### config.mk
export PLATFORM = sky130hd
export DESIGN_NAME = literal_token_scanner_unit
export DESIGN_NICKNAME = d
export VERILOG_FILES = /design/src/hdl/lts_pkg.sv /design/src/hdl/literal_token_scanner_unit.sv
export SDC_FILE = /design/constraint.sdc
export NUM_CORES = 1
export LEC_CHECK = 0
export ABC_AREA = 1
export BUFFER_PORTS_ARGS = -buffer_cell sky130_fd_sc_hd__buf_2
export CORE_MARGIN = 3
export CORE_UTILIZATION = 60
export DETAILED_ROUTE_END_ITERATION = 8
export PLACE_DENSITY = 0.83
export SLEW_MARGIN = 20
export SYNTH_ARGS = -nofsm -noshare
export SYNTH_HDL_FRONTEND = slang
export SYNTH_SLANG_ARGS = --single-unit
### constraint.sdc
create_clock -name aclk -period 5.85 [get_ports aclk]
set_clock_uncertainty 0.1 [all_clocks]
set_input_delay 1.17 -clock aclk [delete_from_list [all_inputs] [get_ports aclk]]
set_output_delay 1.17 -clock aclk [all_outputs]
set_load 0.01 [all_outputs]
### src/hdl/lts_pkg.sv
package lts_pkg;

    // token codes, also bit positions in the kind mask
    localparam logic [3:0] TOK_PLUS   = 4'd0;
    localparam logic [3:0] TOK_MINUS  = 4'd1;
    localparam logic [3:0] TOK_STAR   = 4'd2;
    localparam logic [3:0] TOK_SLASH  = 4'd3;
    localparam logic [3:0] TOK_OPEN   = 4'd4;
    localparam logic [3:0] TOK_CLOSE  = 4'd5;
    localparam logic [3:0] TOK_STRING = 4'd6;
    localparam logic [3:0] TOK_CHAR   = 4'd7;
    localparam logic [3:0] TOK_INT    = 4'd8;
    localparam logic [3:0] TOK_FLOAT  = 4'd9;
    localparam logic [3:0] TOK_SPACE  = 4'd10;
    localparam logic [3:0] TOK_END    = 4'd11;

    localparam int NUM_OPS = 6;

    // item kinds
    localparam logic KIND_CHAR = 1'b0;
    localparam logic KIND_END  = 1'b1;

    localparam int MAX_TOKEN_LEN_DEF = 65535;

    // character codes
    localparam logic [7:0] CH_PLUS    = 8'h2B;
    localparam logic [7:0] CH_MINUS   = 8'h2D;
    localparam logic [7:0] CH_STAR    = 8'h2A;
    localparam logic [7:0] CH_SLASH   = 8'h2F;
    localparam logic [7:0] CH_LPAREN  = 8'h28;
    localparam logic [7:0] CH_RPAREN  = 8'h29;
    localparam logic [7:0] CH_DQUOTE  = 8'h22;
    localparam logic [7:0] CH_SQUOTE  = 8'h27;
    localparam logic [7:0] CH_BSLASH  = 8'h5C;
    localparam logic [7:0] CH_U_LOWER = 8'h75;
    localparam logic [7:0] CH_U_UPPER = 8'h55;
    localparam logic [7:0] CH_X       = 8'h78;
    localparam logic [7:0] CH_O       = 8'h6F;
    localparam logic [7:0] CH_B       = 8'h62;
    localparam logic [7:0] CH_POINT   = 8'h2E;
    localparam logic [7:0] CH_E_LOWER = 8'h65;
    localparam logic [7:0] CH_E_UPPER = 8'h45;
    localparam logic [7:0] CH_SPACE   = 8'h20;
    localparam logic [7:0] CH_TAB     = 8'h09;
    localparam logic [7:0] CH_CR      = 8'h0D;
    localparam logic [7:0] CH_LF      = 8'h0A;
    localparam logic [7:0] CH_DIG_0   = 8'h30;
    localparam logic [7:0] CH_DIG_1   = 8'h31;
    localparam logic [7:0] CH_DIG_7   = 8'h37;
    localparam logic [7:0] CH_DIG_9   = 8'h39;

    // operator characters, indexed by token code
    localparam logic [7:0] OP_CHARS [NUM_OPS] = '{
        CH_PLUS, CH_MINUS, CH_STAR, CH_SLASH, CH_LPAREN, CH_RPAREN
    };

    typedef enum logic [4:0] {
        MODE_IDLE, MODE_STR, MODE_STR_ESC, MODE_STR_HEX, MODE_CH_FIRST, MODE_CH_ESC,
        MODE_CH_HEX, MODE_CH_CLOSE, MODE_NUM_ZERO, MODE_NUM_HEX, MODE_NUM_OCT,
        MODE_NUM_BIN, MODE_NUM_INT, MODE_NUM_FRAC, MODE_NUM_EXPSIGN, MODE_NUM_EXP,
        MODE_WS
    } scan_mode_t;

    typedef struct packed {
        logic        kind;
        logic [7:0]  character;
        logic [11:0] valid_mask;
    } in_item_t;

    typedef struct packed {
        logic [3:0]  token;
        logic        matched;
        logic [15:0] length;
        logic        last;
    } out_item_t;

    function automatic logic is_dig(input logic [7:0] c);
        return (c >= CH_DIG_0) && (c <= CH_DIG_9);
    endfunction

    function automatic logic is_hex(input logic [7:0] c);
        return is_dig(c) || ((c >= 8'h61) && (c <= 8'h66)) || ((c >= 8'h41) && (c <= 8'h46));
    endfunction

    function automatic logic is_ws(input logic [7:0] c);
        return (c == CH_SPACE) || (c == CH_TAB) || (c == CH_CR) || (c == CH_LF);
    endfunction

endpackage

### src/hdl/literal_token_scanner_unit.sv
// channel   dir  handshake          payload                           notes
// s_        in   s_valid / s_ready  s_item  (kind, character, mask)   one character or end mark
// m_        out  m_valid / m_ready  m_item  (token, matched, length,  up to two results per item,
//                                           last)                     last on the final one
//
// each item is decoded against the scan state in the cycle it is accepted; its results
// are written into a four-entry result queue, which drives m_ from its head entry
// one item per cycle while items give at most one result and m_ is not stalled; an item
// with two results needs the single result port twice, which bounds the sustained rate
// s_ready is low while the queue holds more than two results, m_ stalls back up there
// reset (aresetn low, synchronous) empties the queue and returns the scanner to idle
module literal_token_scanner_unit #(
    parameter int MAX_TOKEN_LEN = lts_pkg::MAX_TOKEN_LEN_DEF
) (
    input  logic               aclk,
    input  logic               aresetn,
    input  logic               s_valid,
    output logic               s_ready,
    input  lts_pkg::in_item_t  s_item,
    output logic               m_valid,
    input  logic               m_ready,
    output lts_pkg::out_item_t m_item
);

    localparam logic [15:0] LEN_CAP = (MAX_TOKEN_LEN < 65535) ? 16'(MAX_TOKEN_LEN) : 16'hFFFF;
    localparam int          QDEPTH  = 4;
    localparam int          QAW     = $clog2(QDEPTH);

    // scan state
    lts_pkg::scan_mode_t mode_reg, mode_next;
    logic [3:0]          esc_reg, esc_next;
    logic [3:0]          open_reg, open_next;
    logic [15:0]         len_reg, len_next;
    logic [11:0]         mask_reg, mask_next;

    // result queue
    lts_pkg::out_item_t  queue_reg [QDEPTH];
    logic [QAW-1:0]      head_reg, head_next;
    logic [QAW-1:0]      tail_reg, tail_next;
    logic [QAW:0]        count_reg, count_next;

    logic                s_fire;
    logic                m_fire;
    logic [7:0]          c;
    logic [11:0]         msk;
    logic                hex_c;
    logic                dig_c;
    logic                ws_c;
    logic                op_hit;
    logic [3:0]          op_code;
    logic                st_str;
    logic                st_chr;
    logic                st_num;
    logic                st_ws;

    lts_pkg::scan_mode_t eff_mode;
    logic                grow;
    logic                do_close;
    logic                restart;
    logic [15:0]         len_grown;
    logic [15:0]         mask_wide;
    logic                close_m;

    lts_pkg::out_item_t  res0;
    lts_pkg::out_item_t  res1;
    logic [1:0]          res_cnt;
    logic [1:0]          push;

    assign s_fire = s_valid && s_ready;
    assign m_fire = m_valid && m_ready;
    assign c      = s_item.character;
    assign msk    = s_item.valid_mask;
    assign hex_c  = lts_pkg::is_hex(c);
    assign dig_c  = lts_pkg::is_dig(c);
    assign ws_c   = lts_pkg::is_ws(c);

    // start-of-token decode under this item's mask
    always_comb begin
        op_hit  = 1'b0;
        op_code = lts_pkg::TOK_PLUS;
        for (int t = lts_pkg::NUM_OPS - 1; t >= 0; t--) begin
            if (msk[t] && (c == lts_pkg::OP_CHARS[t])) begin
                op_hit  = 1'b1;
                op_code = 4'(t);
            end
        end
        st_str = msk[lts_pkg::TOK_STRING] && (c == lts_pkg::CH_DQUOTE);
        st_chr = msk[lts_pkg::TOK_CHAR] && (c == lts_pkg::CH_SQUOTE);
        st_num = (msk[lts_pkg::TOK_INT] || msk[lts_pkg::TOK_FLOAT])
                 && (dig_c || (c == lts_pkg::CH_PLUS) || (c == lts_pkg::CH_MINUS));
        st_ws  = msk[lts_pkg::TOK_SPACE] && ws_c;
    end

    // next scan state
    always_comb begin
        mode_next = mode_reg;
        esc_next  = esc_reg;
        open_next = open_reg;
        mask_next = mask_reg;
        eff_mode  = mode_reg;
        grow      = 1'b0;
        do_close  = 1'b0;
        restart   = 1'b0;

        // a cut-short hex escape or a zero without prefix falls through to the plain mode
        if ((mode_reg == lts_pkg::MODE_STR_HEX) && !hex_c) begin
            eff_mode = lts_pkg::MODE_STR;
            esc_next = 4'd0;
        end else if ((mode_reg == lts_pkg::MODE_CH_HEX) && !hex_c) begin
            eff_mode = lts_pkg::MODE_CH_CLOSE;
            esc_next = 4'd0;
        end else if ((mode_reg == lts_pkg::MODE_NUM_ZERO) && (c != lts_pkg::CH_X)
                     && (c != lts_pkg::CH_O) && (c != lts_pkg::CH_B)) begin
            eff_mode = lts_pkg::MODE_NUM_INT;
        end
        mode_next = eff_mode;

        if (s_item.kind == lts_pkg::KIND_END) begin
            do_close = (mode_reg != lts_pkg::MODE_IDLE);
        end else begin
            unique case (eff_mode)
                lts_pkg::MODE_IDLE: begin
                    restart = 1'b1;
                end
                lts_pkg::MODE_STR: begin
                    grow = 1'b1;
                    if (c == lts_pkg::CH_DQUOTE) begin
                        do_close = 1'b1;
                    end else if (c == lts_pkg::CH_BSLASH) begin
                        mode_next = lts_pkg::MODE_STR_ESC;
                    end
                end
                lts_pkg::MODE_STR_ESC, lts_pkg::MODE_CH_ESC: begin
                    grow = 1'b1;
                    if (c == lts_pkg::CH_U_LOWER || c == lts_pkg::CH_U_UPPER) begin
                        esc_next  = (c == lts_pkg::CH_U_LOWER) ? 4'd4 : 4'd8;
                        mode_next = (eff_mode == lts_pkg::MODE_STR_ESC) ?
                                    lts_pkg::MODE_STR_HEX : lts_pkg::MODE_CH_HEX;
                    end else begin
                        mode_next = (eff_mode == lts_pkg::MODE_STR_ESC) ?
                                    lts_pkg::MODE_STR : lts_pkg::MODE_CH_CLOSE;
                    end
                end
                lts_pkg::MODE_STR_HEX, lts_pkg::MODE_CH_HEX: begin
                    grow = 1'b1;
                    if (esc_reg <= 4'd1) begin
                        esc_next  = 4'd0;
                        mode_next = (eff_mode == lts_pkg::MODE_STR_HEX) ?
                                    lts_pkg::MODE_STR : lts_pkg::MODE_CH_CLOSE;
                    end else begin
                        esc_next = esc_reg - 4'd1;
                    end
                end
                lts_pkg::MODE_CH_FIRST: begin
                    grow = 1'b1;
                    if (c == lts_pkg::CH_SQUOTE) begin
                        do_close = 1'b1;
                    end else begin
                        mode_next = (c == lts_pkg::CH_BSLASH) ?
                                    lts_pkg::MODE_CH_ESC : lts_pkg::MODE_CH_CLOSE;
                    end
                end
                lts_pkg::MODE_CH_CLOSE: begin
                    do_close = 1'b1;
                    if (c == lts_pkg::CH_SQUOTE) begin
                        grow = 1'b1;
                    end else begin
                        restart = 1'b1;
                    end
                end
                lts_pkg::MODE_NUM_ZERO: begin
                    grow = 1'b1;
                    if (c == lts_pkg::CH_X) begin
                        mode_next = lts_pkg::MODE_NUM_HEX;
                    end else if (c == lts_pkg::CH_O) begin
                        mode_next = lts_pkg::MODE_NUM_OCT;
                    end else begin
                        mode_next = lts_pkg::MODE_NUM_BIN;
                    end
                end
                lts_pkg::MODE_NUM_HEX: begin
                    grow     = hex_c;
                    do_close = !hex_c;
                    restart  = !hex_c;
                end
                lts_pkg::MODE_NUM_OCT: begin
                    grow     = (c >= lts_pkg::CH_DIG_0) && (c <= lts_pkg::CH_DIG_7);
                    do_close = !grow;
                    restart  = !grow;
                end
                lts_pkg::MODE_NUM_BIN: begin
                    grow     = (c == lts_pkg::CH_DIG_0) || (c == lts_pkg::CH_DIG_1);
                    do_close = !grow;
                    restart  = !grow;
                end
                lts_pkg::MODE_NUM_INT: begin
                    if (dig_c) begin
                        grow = 1'b1;
                    end else if (mask_reg[lts_pkg::TOK_FLOAT] && (c == lts_pkg::CH_POINT)) begin
                        grow      = 1'b1;
                        open_next = lts_pkg::TOK_FLOAT;
                        mode_next = lts_pkg::MODE_NUM_FRAC;
                    end else if (mask_reg[lts_pkg::TOK_FLOAT]
                                 && (c == lts_pkg::CH_E_LOWER || c == lts_pkg::CH_E_UPPER)) begin
                        grow      = 1'b1;
                        open_next = lts_pkg::TOK_FLOAT;
                        mode_next = lts_pkg::MODE_NUM_EXPSIGN;
                    end else begin
                        do_close = 1'b1;
                        restart  = 1'b1;
                    end
                end
                lts_pkg::MODE_NUM_FRAC: begin
                    if (dig_c) begin
                        grow = 1'b1;
                    end else if (c == lts_pkg::CH_E_LOWER || c == lts_pkg::CH_E_UPPER) begin
                        grow      = 1'b1;
                        mode_next = lts_pkg::MODE_NUM_EXPSIGN;
                    end else begin
                        do_close = 1'b1;
                        restart  = 1'b1;
                    end
                end
                lts_pkg::MODE_NUM_EXPSIGN: begin
                    if (dig_c || (c == lts_pkg::CH_PLUS) || (c == lts_pkg::CH_MINUS)) begin
                        grow      = 1'b1;
                        mode_next = lts_pkg::MODE_NUM_EXP;
                    end else begin
                        do_close = 1'b1;
                        restart  = 1'b1;
                    end
                end
                lts_pkg::MODE_NUM_EXP: begin
                    grow     = dig_c;
                    do_close = !dig_c;
                    restart  = !dig_c;
                end
                lts_pkg::MODE_WS: begin
                    grow     = ws_c;
                    do_close = !ws_c;
                    restart  = !ws_c;
                end
                default: begin
                    restart   = 1'b1;
                    mode_next = lts_pkg::MODE_IDLE;
                end
            endcase
        end

        // saturating length count
        len_grown = (grow && (len_reg < LEN_CAP)) ? len_reg + 16'd1 : len_reg;
        len_next  = len_grown;

        if (do_close) begin
            mode_next = lts_pkg::MODE_IDLE;
            open_next = 4'd0;
            len_next  = 16'd0;
            esc_next  = 4'd0;
        end

        // a non-operator char that ended the token, or found the scanner idle, can open a new one
        if ((s_item.kind == lts_pkg::KIND_CHAR) && restart && !op_hit) begin
            mask_next = msk;
            len_next  = 16'd1;
            esc_next  = 4'd0;
            if (st_str) begin
                open_next = lts_pkg::TOK_STRING;
                mode_next = lts_pkg::MODE_STR;
            end else if (st_chr) begin
                open_next = lts_pkg::TOK_CHAR;
                mode_next = lts_pkg::MODE_CH_FIRST;
            end else if (st_num) begin
                open_next = lts_pkg::TOK_INT;
                mode_next = (msk[lts_pkg::TOK_INT] && (c == lts_pkg::CH_DIG_0)) ?
                            lts_pkg::MODE_NUM_ZERO : lts_pkg::MODE_NUM_INT;
            end else if (st_ws) begin
                open_next = lts_pkg::TOK_SPACE;
                mode_next = lts_pkg::MODE_WS;
            end else begin
                len_next = 16'd0;
            end
        end
    end

    // result formation
    always_comb begin
        lts_pkg::out_item_t start_res;
        logic               start_valid;

        mask_wide = {4'd0, mask_reg};
        close_m   = mask_wide[open_reg];

        start_res   = '0;
        start_valid = 1'b0;
        if (s_item.kind == lts_pkg::KIND_END) begin
            start_valid       = 1'b1;
            start_res.matched = msk[lts_pkg::TOK_END];
            start_res.token   = msk[lts_pkg::TOK_END] ? lts_pkg::TOK_END : 4'd0;
            start_res.length  = 16'd0;
        end else if (restart && op_hit) begin
            start_valid       = 1'b1;
            start_res.token   = op_code;
            start_res.matched = 1'b1;
            start_res.length  = 16'd1;
        end else if (restart && !(st_str || st_chr || st_num || st_ws)) begin
            start_valid       = 1'b1;
            start_res.token   = 4'd0;
            start_res.matched = 1'b0;
            start_res.length  = 16'd1;
        end

        res0 = '0;
        res1 = '0;
        if (do_close) begin
            res0.token   = close_m ? open_reg : 4'd0;
            res0.matched = close_m;
            res0.length  = len_grown;
            res0.last    = !start_valid;
            res1         = start_res;
            res1.last    = 1'b1;
            res_cnt      = start_valid ? 2'd2 : 2'd1;
        end else begin
            res0      = start_res;
            res0.last = 1'b1;
            res_cnt   = start_valid ? 2'd1 : 2'd0;
        end
    end

    // queue pointers
    always_comb begin
        push       = s_fire ? res_cnt : 2'd0;
        head_next  = m_fire ? head_reg + 1'b1 : head_reg;
        tail_next  = tail_reg + QAW'(push);
        count_next = count_reg + (QAW+1)'(push) - (QAW+1)'(m_fire);
    end

    assign s_ready = (count_reg <= (QAW+1)'(QDEPTH - 2));
    assign m_valid = (count_reg != '0);
    assign m_item  = queue_reg[head_reg];

    // control registers
    always_ff @(posedge aclk) begin
        if (!aresetn) begin
            mode_reg  <= lts_pkg::MODE_IDLE;
            esc_reg   <= 4'd0;
            open_reg  <= 4'd0;
            len_reg   <= 16'd0;
            mask_reg  <= 12'd0;
            head_reg  <= '0;
            tail_reg  <= '0;
            count_reg <= '0;
        end else begin
            if (s_fire) begin
                mode_reg <= mode_next;
                esc_reg  <= esc_next;
                open_reg <= open_next;
                len_reg  <= len_next;
                mask_reg <= mask_next;
            end
            head_reg  <= head_next;
            tail_reg  <= tail_next;
            count_reg <= count_next;
        end
    end

    // queue storage
    always_ff @(posedge aclk) begin
        if (push != 2'd0) begin
            queue_reg[tail_reg] <= res0;
        end
        if (push == 2'd2) begin
            queue_reg[tail_reg + 1'b1] <= res1;
        end
    end

    // an end item always leaves the scanner idle
    a_end_idle: assert property (@(posedge aclk) disable iff (!aresetn)
        (s_fire && (s_item.kind == lts_pkg::KIND_END)) |=> (mode_reg == lts_pkg::MODE_IDLE))
        else $error("scanner not idle after end item");

    // idle carries no leftover token state
    a_idle_clean: assert property (@(posedge aclk) disable iff (!aresetn)
        (mode_reg == lts_pkg::MODE_IDLE) |-> (esc_reg == 4'd0 && open_reg == 4'd0
                                             && len_reg == 16'd0))
        else $error("idle scanner holds token state");

    // queue never overfills
    a_queue_bound: assert property (@(posedge aclk) disable iff (!aresetn)
        count_reg <= (QAW+1)'(QDEPTH))
        else $error("result queue overflow");

    // the length never passes its cap
    a_len_cap: assert property (@(posedge aclk) disable iff (!aresetn)
        len_reg <= LEN_CAP)
        else $error("token length beyond cap");

endmodule
-- Yosys cells after proc, flatten, opt, wreduce, memory -nomap -nowiden
Memories as Yosys holds them, arrays and structs flattened. A register that Yosys moved wholly into a read port is not among the register bits.
Cells that the tools add are included.
- input bits: 25
- memories kept: 1
- bits in writable memories: 88
- register bits: 48
- output and inout port bits: 24
- word-level logic and storage cells: 244
- memories (memory ; words ; width ; read ports ; clocked after Yosys merged registers in ; wr ports ; RTL line ; text):
    queue_reg ; 4 ; 22 ; 1 ; 1 ; 2 ; literal_token_scanner_unit.sv:37 ; lts_pkg::out_item_t queue_reg [QDEPTH];
- order comparisons: 11
- eq/ne operators: 45
- add/sub/neg operators: 7
- reduce and logical (&&, ||, !) cells: 60
- bitwise logic cells: 1
- multiplexer cells: 111
- operators with widths (kind ; count):
    2-to-1 mux 4 bit ; 26
    2-to-1 mux 5 bit ; 20
    == test 8 x 6 -> 1 bit, second input constant ; 12
    == test 8 x 7 -> 1 bit, second input constant ; 7
    2-to-1 mux 16 bit ; 3
    == test 5 x 4 -> 1 bit, second input constant ; 9
    case mux 5 bit (9 select lines) ; 1
    2-to-1 mux 22 bit ; 2
    2-to-1 mux 21 bit ; 2
    2-to-1 mux 1 bit ; 39
    logical AND 1 bit ; 29
    == test 5 x 3 -> 1 bit, second input constant ; 5
    == test 8 x 4 -> 1 bit, second input constant ; 3
    != test 8 x 7 -> 1 bit, second input constant ; 3
    case mux 1 bit (10 select lines) ; 2
    2-to-1 mux 3 bit ; 6
    adder 16 x 1 -> 16 bit, second input constant ; 1
    >= comparator 8 x 7 -> 1 bit, second input constant ; 2
    <= comparator 8 x 6 -> 1 bit, second input constant ; 2
    <= comparator 8 x 7 -> 1 bit, second input constant ; 2
    less-than comparator 16 bit, second input constant ; 1
    == test 5 x 2 -> 1 bit, second input constant ; 3
    logical OR 1 bit ; 14
    2-to-1 mux 2 bit ; 7
    24 further kinds ; 34

-- Longest topological paths before layout
Gate-level depths: netlist (run 1).
- depth after elaboration: 22
- mapped depth: 30

-- Worst setup path after synthesis (run 1)
Ideal clock, no wire load.
- path kind: in2reg
- start point: input port s_item[18] (netlist bit)
- end point: memory queue_reg[0][0] (netlist bit) (enable)
- path slack: 1.174 ns
- data arrival time: 4.256 ns
- library setup time: 0.319 ns
- buffers on the path: 2
- required time: 5.431 ns
- stages on the path: 25
- path through: nor2_1 > nand2_1 > o21bai_4 > nand3_2 > nor2_1 > nor2_2 > nand2_1 > nor2_1 > nand2_1 > nand2_1 > nor2_1 > nand4_1 > nand2_2 > inv_2 > buf_2 > ha_1 > inv_1 > nor2_1 > inv_1 > nor2_1 > inv_1 > nor3_1 > nor2_1 > buf_2 > inv_1
- RTL lines (element ; RTL line ; text):
    start: declaration ; literal_token_scanner_unit.sv:19 ; input lts_pkg::in_item_t s_item,
    end: declaration ; literal_token_scanner_unit.sv:37 ;

==> run summary, run 1 <==
Counting flops with an async set or reset pin after synthesis yields a share of 0%. The mapped netlist covers roughly 8500 um^2. The x dimension of the die came out at 125 um. The count of flip-flops with a built-in enable after synthesis came out at 28. The post-route netlist has 14.7% of its cells at a drive strength greater than 1. After layout, the minimum clock period comes to around 5 ns. The flip-flop count of the largest register after layout is a little under 90. The pin count of the biggest net entering global routing is 46.

Following the worst setup path forward leads to its endpoint at queue_reg[3][19]$_DFFE_PP_. Data on the critical path arrives at its endpoint at 5.04 ns. The class of the most critical setup path is in2reg. The total count of max-transition violations in the final report is 0.

The flop-to-flop setup slack came out at between 1 and 1.5 ns. When the netlist entered floorplanning its net count stood at ~1.3k. In this run the count of I/O pins placed on the die edge is between 40 and 50. The half-perimeter wire length of the detailed placement result is ~17000 um. The number of nets with antenna violations after routing came out at 0. The reg-to-reg endpoint is queue_reg[3][19]$_DFFE_PP_. From synthesis to final layout, the design area changed by 11.1%. The dominant cell by count in the synthesized netlist is sky130_fd_sc_hd__nand2_1. The run finished with clean final reports. For this run, the top clock speed supported by timing is about 200 MHz. The H-tree was split into 4 levels. STA classifies the critical path startpoint as a primary input.

The clock net sink count is about 140. The maximum clock path buffer count is 2. The setup violation total in the final timing report came out at 0. The number of gates given a new drive strength after cts came out at 0. The TritonCTS clock tree is built. The y dimension of the die is roughly 120 um. The first-pass GRT wire length came out at 39600 um.

At the end of routability-driven placement, the weighted congestion stood at around 0.94. The number of clock buffers inserted by TritonCTS came out at 17. For this run, the total global-route usage over all layers was measured as a little under a third. The number of DRC violations after detailed-routing iteration 0 is around 1.1k.

For the pin with the worst max-slew slack, the measured transition is approximately 0.87 ns. The hold buffer count at cts came out at 0. The total vias in the final route is 8721. The number of global-route vias before repair came out at ~8.2k. The root buffer cell is sky130_fd_sc_hd__clkbuf_16.

The number of warnings issued by yosys is 0. The setup TNS is 0 ns. The final hold violation count came out at 0.

The post-CTS clock slew at the launch and capture registers of the worst setup and hold paths is ~0.060 ns. IR analysis of the VDD net gives a maximum drop of 313 uV. The start point of the worst hold path is queue_reg[2][14]$_SDFFE_PP0N_. For this run, the leading register cell type out of synthesis is sky130_fd_sc_hd__dfxtp_1. The number of antenna violations at the first check in global routing was 0. Sorting the synthesized cells by how often they occur yields 363 x sky130_fd_sc_hd__nand2_1, 160 x sky130_fd_sc_hd__nor2_1, 110 x sky130_fd_sc_hd__dfxtp_1.

The number of placed cells counting well taps came out at ~1.5k. The post-CTS setup-driven buffer insertion count came out at 0. Setup repair after global routing left no endpoint under its margin. The number of placement rows came out at 42. In this run the worst path has a maximum fanout of 11. The largest area contributor in the netlist is sky130_fd_sc_hd__dfxtp_1. The synthesized design devotes to its leading area cell type between 20% and 30% of total area. The average wire per standard cell came out at ~16 um. Yosys attributes the largest share of cell area to sky130_fd_sc_hd__dfxtp_1 26%, sky130_fd_sc_hd__nand2_1 16%, sky130_fd_sc_hd__edfxtp_1 9.9%, sky130_fd_sc_hd__nor2_1 7.1%, sky130_fd_sc_hd__nand3_1 5.4%. The first-pass iteration count of the detailed router is 6.

The part of the Yosys area used for sequential elements came out at a little over a third. Once the floorplan was initialized, standard cells occupied 62.8% of the core. The relative slew slack is approximately 42%. The distinct cell type count after synthesis came out at 47. STA puts the critical path data required time at approximately 5.8 ns. The power per unit of standard cell area is 324 nW/um^2. The clock insertion delay at the later pin of the skew report came out at between 0.4 and 0.5 ns. The net count of the finished layout is around 1.3k. Tracing the worst setup path back leads to its startpoint at s_item[18]. After floorplanning, the core was sized to cover 13500 um^2.

The area enclosed by the die boundary is between 15000 and 20000 um^2. The worst setup path is captured at a register. The start of the worst register-to-register path is mode_reg[4]$_SDFFE_PN0P_. The final critical path takes up ~86% of the cycle.

The number of cells on the worst reg-to-reg path came out at 23. The average size of a mapped cell is ~6.7 um^2. The overflow left after global routing is 0. The post-synthesis cell count is 1263. The count of maximum capacitance violations is 0. The filler-free cell count of the finished design is ~1.5k. Buffers placed on the I/O ports in this run total 48.

The synthesized design contains about 140 register bits. The number of remaining DRC errors came out at 0. The reported leakage power is between 4 and 5 nW. Dividing the detail-routed via count by the number of cells gives slightly below 6. The min-delay analysis places its worst path in the category reg2reg. The number of diodes came out at 0. Wires add up to around 24000 um.
[through the flow]
step	area (um^2)	total power, mW	hold WS [ns]	setup WS, ns	utilization [%]
after CTS	9410	3.03	0.350	0.855	69.7
after detailed placement	8850	2.01	0.335	0.438	65.6
after global placement	8850	2.00	0.332	0.572	65.6
after floorplan	8480	1.74	0.321	1.17	-
final	9410	3.05	0.350	0.804	69.7
after global routing	9410	3.18	0.360	0.447	69.7
[worst max-delay path, stage by stage]
cell	delay, ns
sky130_fd_sc_hd__buf_2	0.13
sky130_fd_sc_hd__nor2_1	0.22
sky130_fd_sc_hd__nand2_1	0.16
sky130_fd_sc_hd__o21bai_4	0.25
sky130_fd_sc_hd__nand3_2	0.13
sky130_fd_sc_hd__nor2_1	0.07
sky130_fd_sc_hd__nor2_2	0.22
sky130_fd_sc_hd__nand2_1	0.08
sky130_fd_sc_hd__nor2_1	0.12
sky130_fd_sc_hd__nand2_1	0.08
sky130_fd_sc_hd__nand3_2	0.12
sky130_fd_sc_hd__nor2_4	0.07
sky130_fd_sc_hd__nand3_4	0.12
sky130_fd_sc_hd__inv_2	0.06
sky130_fd_sc_hd__o21ai_1	0.13
sky130_fd_sc_hd__nand2_1	0.08
sky130_fd_sc_hd__ha_1	0.30
sky130_fd_sc_hd__inv_1	0.04
sky130_fd_sc_hd__nor2_1	0.20
sky130_fd_sc_hd__nor2_1	0.16
sky130_fd_sc_hd__nor3_2	0.64
sky130_fd_sc_hd__nor2_1	0.16
sky130_fd_sc_hd__inv_1	0.32
[placed cells by master, fill, tap and decap left out, types with 4 or more instances in the layout]
cell / instances
sky130_fd_sc_hd__nand2_1: 363
sky130_fd_sc_hd__nor2_1: 160
sky130_fd_sc_hd__dfxtp_1: 110
sky130_fd_sc_hd__inv_1: 106
sky130_fd_sc_hd__nand3_1: 91
sky130_fd_sc_hd__o21ai_0: 79
sky130_fd_sc_hd__buf_2: 48
sky130_fd_sc_hd__a21oi_1: 39
sky130_fd_sc_hd__o22ai_1: 32
sky130_fd_sc_hd__edfxtp_1: 28
sky130_fd_sc_hd__o21ai_1: 24
sky130_fd_sc_hd__nor3_1: 22
sky130_fd_sc_hd__nand2_2: 20
sky130_fd_sc_hd__nand4_1: 20
sky130_fd_sc_hd__buf_4: 19
sky130_fd_sc_hd__clkbuf_16: 17
sky130_fd_sc_hd__inv_2: 16
sky130_fd_sc_hd__xor2_1: 15
sky130_fd_sc_hd__nor2_2: 12
sky130_fd_sc_hd__nor2_4: 12
sky130_fd_sc_hd__nand2_4: 10
sky130_fd_sc_hd__nand3_2: 9
sky130_fd_sc_hd__ha_1: 8
sky130_fd_sc_hd__inv_4: 5
sky130_fd_sc_hd__nand4_2: 4
sky130_fd_sc_hd__nor3_2: 4
[per-layer routing]
metal  vias up  share of wire, %  wire (um)  global-route usage [%]
met1      3958                41      10100                    40.0
li1       4209                 -          -                       -
met4         0               3.1        745                    12.3
met3        84               9.1       2210                    5.87
met2       470                46      11300                    50.6
met5         -                 0          0                       0
[cell type report]
cell class / instances / area [um^2]
Fill cell: 1129 / 4090
Timing Repair Buffer: 67 / 383
Tap cell: 176 / 220
Inverter: 126 / 478
Sequential cell: 138 / 3040
Multi-Input combinational cell: 953 / 4730
Clock inverter: 12 / 113
Clock buffer: 20 / 447
[report_power, final]
group | internal [mW] | switching, mW | total [mW]
logic | 0.268 | 0.626 | 0.894
registers | 1.06 | 0.0522 | 1.11
clock network | 0.600 | 0.441 | 1.04
total | 1.93 | 1.12 | 3.05
[how the worst min path moves through the flow]
stage	depth (start not counted)	endpoint	slack, ns
2_1_floorplan	2	queue_reg[1][10]$_SDFFE_PP0P_	0.32
3_3_place_gp	2	queue_reg[2][16]$_SDFFE_PP0N_	0.33
3_5_place_dp	2	queue_reg[2][13]$_SDFFE_PP0N_	0.33
4_1_cts	2	queue_reg[1][5]$_SDFFE_PP0P_	0.35
5_1_grt	2	queue_reg[1][5]$_SDFFE_PP0P_	0.36
6_report	2	queue_reg[2][14]$_SDFFE_PP0N_	0.35
[kinds of logic (layout without fill, tap and decap cells)]
| group | count (synthesis) | in the layout | share of synthesized area [%] |
|---|---|---|---|
| compound gates | 186 | 186 | 12.0 |
| fa+ha+maj | 9 | 9 | 1.42 |
| buf+inv | 172 | 225 | 8.53 |
| simple gates | 740 | 740 | 40.3 |
| flops | 138 | 138 | 35.9 |
| xor+xnor | 18 | 18 | 1.86 |
No activity file was read; power rests on OpenSTA's default activity.
==> run 2: changes to the inputs <==
--- a/config.mk
+++ b/config.mk
@@ -10,6 +10,7 @@
 export CORE_MARGIN = 3
 export CORE_UTILIZATION = 60
 export DETAILED_ROUTE_END_ITERATION = 8
+export GPL_TIMING_DRIVEN = 0
 export PLACE_DENSITY = 0.83
 export SLEW_MARGIN = 20
 export SYNTH_ARGS = -nofsm -noshare
==> run summary, run 2 (synthesized netlist as in run 1, its figures left out) <==
The clock network burns roughly 36% of the power. In this run the deepest clock path goes through 2 buffers. The number of setup buffers added after CTS is 0. The first-pass GRT wire length is 41000 um. Summed over all nets, wire length on met2 after detailed routing comes to between 10000 and 15000 um. Entering global routing, the biggest net connects 17 pins. STA puts the critical path data required time at slightly below 6 ns. The run finished with clean final reports.

The total count of max-transition violations in the final report came out at 0. The post-synthesis to final-layout area growth is 13.2%. The worst setup path is of the in2reg kind. Of the total power, the share spent switching nets is between 30% and 40%. The number of global-route vias before repair is 8381. The area enclosed by the die boundary came out at ~16000 um^2.

In this run the number of H-tree levels came out at 4. The worst path setup slack after routing is between 0.3 and 0.4 ns. After the first detailed-routing iteration, the DRC count stood at 1201.

In this run, the combinational gates consume between 20% and 30% of the power. The setup violation total in the final timing report came out at 0. Clock tree synthesis found a total of about 140 sinks. The wire length reported by the detailed router came out at around 25000 um. The first-pass iteration count of the detailed router is 6. The path category of the worst min-delay check is reg2reg.

The placement-stage cell area is 8930 um^2. The count of buffers added on input and output ports is 47. The arrival time reported for the critical path endpoint is approximately 5.5 ns. The relative slew slack is 53.5%. The routed via count divided by cell count is a little under 6. The post-CTS clock slew at the launch and capture registers of the worst setup and hold paths came out at around 0.060 ns.

The y dimension of the die came out at approximately 120 um. 0 antenna diodes ended up in the layout. The flip-flop count of the largest register after layout is 88.

The clock insertion delay at the later pin of the skew report is around 0.43 ns. Once detail routing completed, the nets flagged for antenna violations numbered 0. The overflow left after global routing is 0. The hold buffer count at cts came out at 0. The switching power of the nets came out at 1.16 mW. In the final layout, the share of cells above drive strength 1 is approximately 15%.

TritonCTS built the clock tree. The post-route cell area came out at roughly 9600 um^2. The upper clock frequency limit came out at 182 MHz.

In this run the count of I/O pins placed on the die edge is 49. The area of the core came out at approximately 14000 um^2. The global placer's final weighted congestion is around 0.95.

Once detailed placement completed, the half-perimeter wirelength came to around 18000 um. Subtracting the final worst setup slack from the clock period gives 5.48 ns. The average wire per standard cell came out at 16.7 um. The detailed-routed wire length on met3 came out at between 2000 and 2500 um. The worst setup path is launched from a primary input. Row generation in the floorplan step produced 42 rows. The starting density of the core came out at 62.8%.

The tree is rooted in a sky130_fd_sc_hd__clkbuf_16. The internal portion of the total power is roughly 2.1 mW. Counting the buffers created by CTS gives 17. Global routing consumed, over all layers together, approximately a third of the routing resources. The setup slack at placement is -0.129 ns. The final clock period utilization by the worst path is 93.7%. The maximum resistive drop on vdd came out at around 280 uV. The wire length on met1 came out at between 10000 and 15000 um. The power per unit of standard cell area came out at between 300 and 400 nW/um^2. The final layout contains between 1k and 1.5k nets. The tool flagged a number of max-cap violations equal to 0. The final hold violation count was 0. For this design the static power due to leakage is 4.25 nW.

The worst setup path is captured at a register. Leaving out fill and tap cells, the most frequent cells in the layout are 363 x sky130_fd_sc_hd__nand2_1, 160 x sky130_fd_sc_hd__nor2_1, 110 x sky130_fd_sc_hd__dfxtp_1. The total vias in the final route came out at about 9k. The x dimension of the die is roughly 120 um.

Of the total power, registers draw around 35%. The transition time at the pin with the least slew margin came out at approximately 0.7 ns. The detailed router used layers up to and including met4. Setup repair after global routing left no endpoint under its margin. The maximum fanout along the worst path came out at 10. Leaving out fill and tap cells, the most frequent cell in the layout is sky130_fd_sc_hd__nand2_1.

The number of remaining DRC errors is 0. The number of antenna violations at the first check in global routing came out at 0.
[run 2: layer usage]
metal  track usage [%]  vias to the layer above
met2              51.8                      525
met5                 0                        -
met4              13.3                        0
li1                  -                     4256
met3              5.87                       88
met1              42.4                     4075
[run 2: path summary, 6_finish.rpt]
path                                startpoint                      endpoint  slack [ns]  depth (start not counted)
setup reg to reg      mode_reg[1]$_SDFFE_PN0P_    queue_reg[0][21]$_DFFE_PP_        1.00                         21
hold reg to reg   queue_reg[1][8]$_SDFFE_PP0P_  queue_reg[1][8]$_SDFFE_PP0P_        0.35                          2
hold / removal    queue_reg[1][8]$_SDFFE_PP0P_  queue_reg[1][8]$_SDFFE_PP0P_        0.35                          2
setup / recovery                    s_item[13]    queue_reg[0][21]$_DFFE_PP_        0.37                         27
[run 2: what timing repair did]
action,CTS,global route
hold endpoints to repair,0,0
setup endpoints to repair,0,28
resized for setup,0,5
[run 2: layout make-up]
| type | instances | area (um^2) |
|---|---|---|
| Inverter | 126 | 478 |
| Fill cell | 1124 | 3910 |
| Timing Repair Buffer | 47 | 235 |
| Buffer | 46 | 245 |
| Sequential cell | 138 | 3040 |
| Clock buffer | 20 | 479 |
| Clock inverter | 12 | 158 |
| Multi-Input combinational cell | 953 | 4740 |
| Tap cell | 176 | 220 |
[run 2: power by group through the flow]
stage / clock (mW) / sequential, mW / combinational, mW
6_report: 1.17 / 1.12 / 0.939
2_1_floorplan: 0 / 1.11 / 0.627
5_1_grt: 1.21 / 1.12 / 1.02
3_3_place_gp: 0 / 1.13 / 0.884
3_5_place_dp: 0 / 1.13 / 0.906
4_1_cts: 1.16 / 1.11 / 0.917
[run 2: critical path, cell delays in order]
cell	delay, ns
sky130_fd_sc_hd__buf_2	0.13
sky130_fd_sc_hd__nor2_2	0.15
sky130_fd_sc_hd__inv_1	0.09
sky130_fd_sc_hd__nor2_1	0.18
sky130_fd_sc_hd__nand3_1	0.19
sky130_fd_sc_hd__nand3_1	0.17
sky130_fd_sc_hd__nand3_1	0.11
sky130_fd_sc_hd__nor2_2	0.21
sky130_fd_sc_hd__inv_2	0.05
sky130_fd_sc_hd__nor2_1	0.13
sky130_fd_sc_hd__nand2_1	0.07
sky130_fd_sc_hd__nand2_1	0.07
sky130_fd_sc_hd__nor2_1	0.04
sky130_fd_sc_hd__nand4_1	0.14
sky130_fd_sc_hd__nand2_2	0.10
sky130_fd_sc_hd__inv_2	0.14
sky130_fd_sc_hd__buf_2	0.25
sky130_fd_sc_hd__ha_1	0.33
sky130_fd_sc_hd__inv_1	0.07
sky130_fd_sc_hd__nor2_1	0.13
sky130_fd_sc_hd__inv_1	0.12
sky130_fd_sc_hd__nor2_1	0.10
sky130_fd_sc_hd__inv_1	0.11
sky130_fd_sc_hd__nor3_2	0.34
sky130_fd_sc_hd__nor2_1	0.26
sky130_fd_sc_hd__buf_2	0.28
sky130_fd_sc_hd__inv_1	0.32
[run 2: metrics by stage]
stage	util, %	power, mW	hold WS [ns]	TNS [ns]	cells
after floorplan	-	1.74	0.321	0	1263
after global placement	66.1	2.01	0.330	-1.21	1486
after detailed placement	66.1	2.04	0.334	-1.45	1486
after CTS	70.9	3.19	0.349	0	1518
after global routing	71.0	3.35	0.368	0	1518
final	71.0	3.23	0.350	0	1518
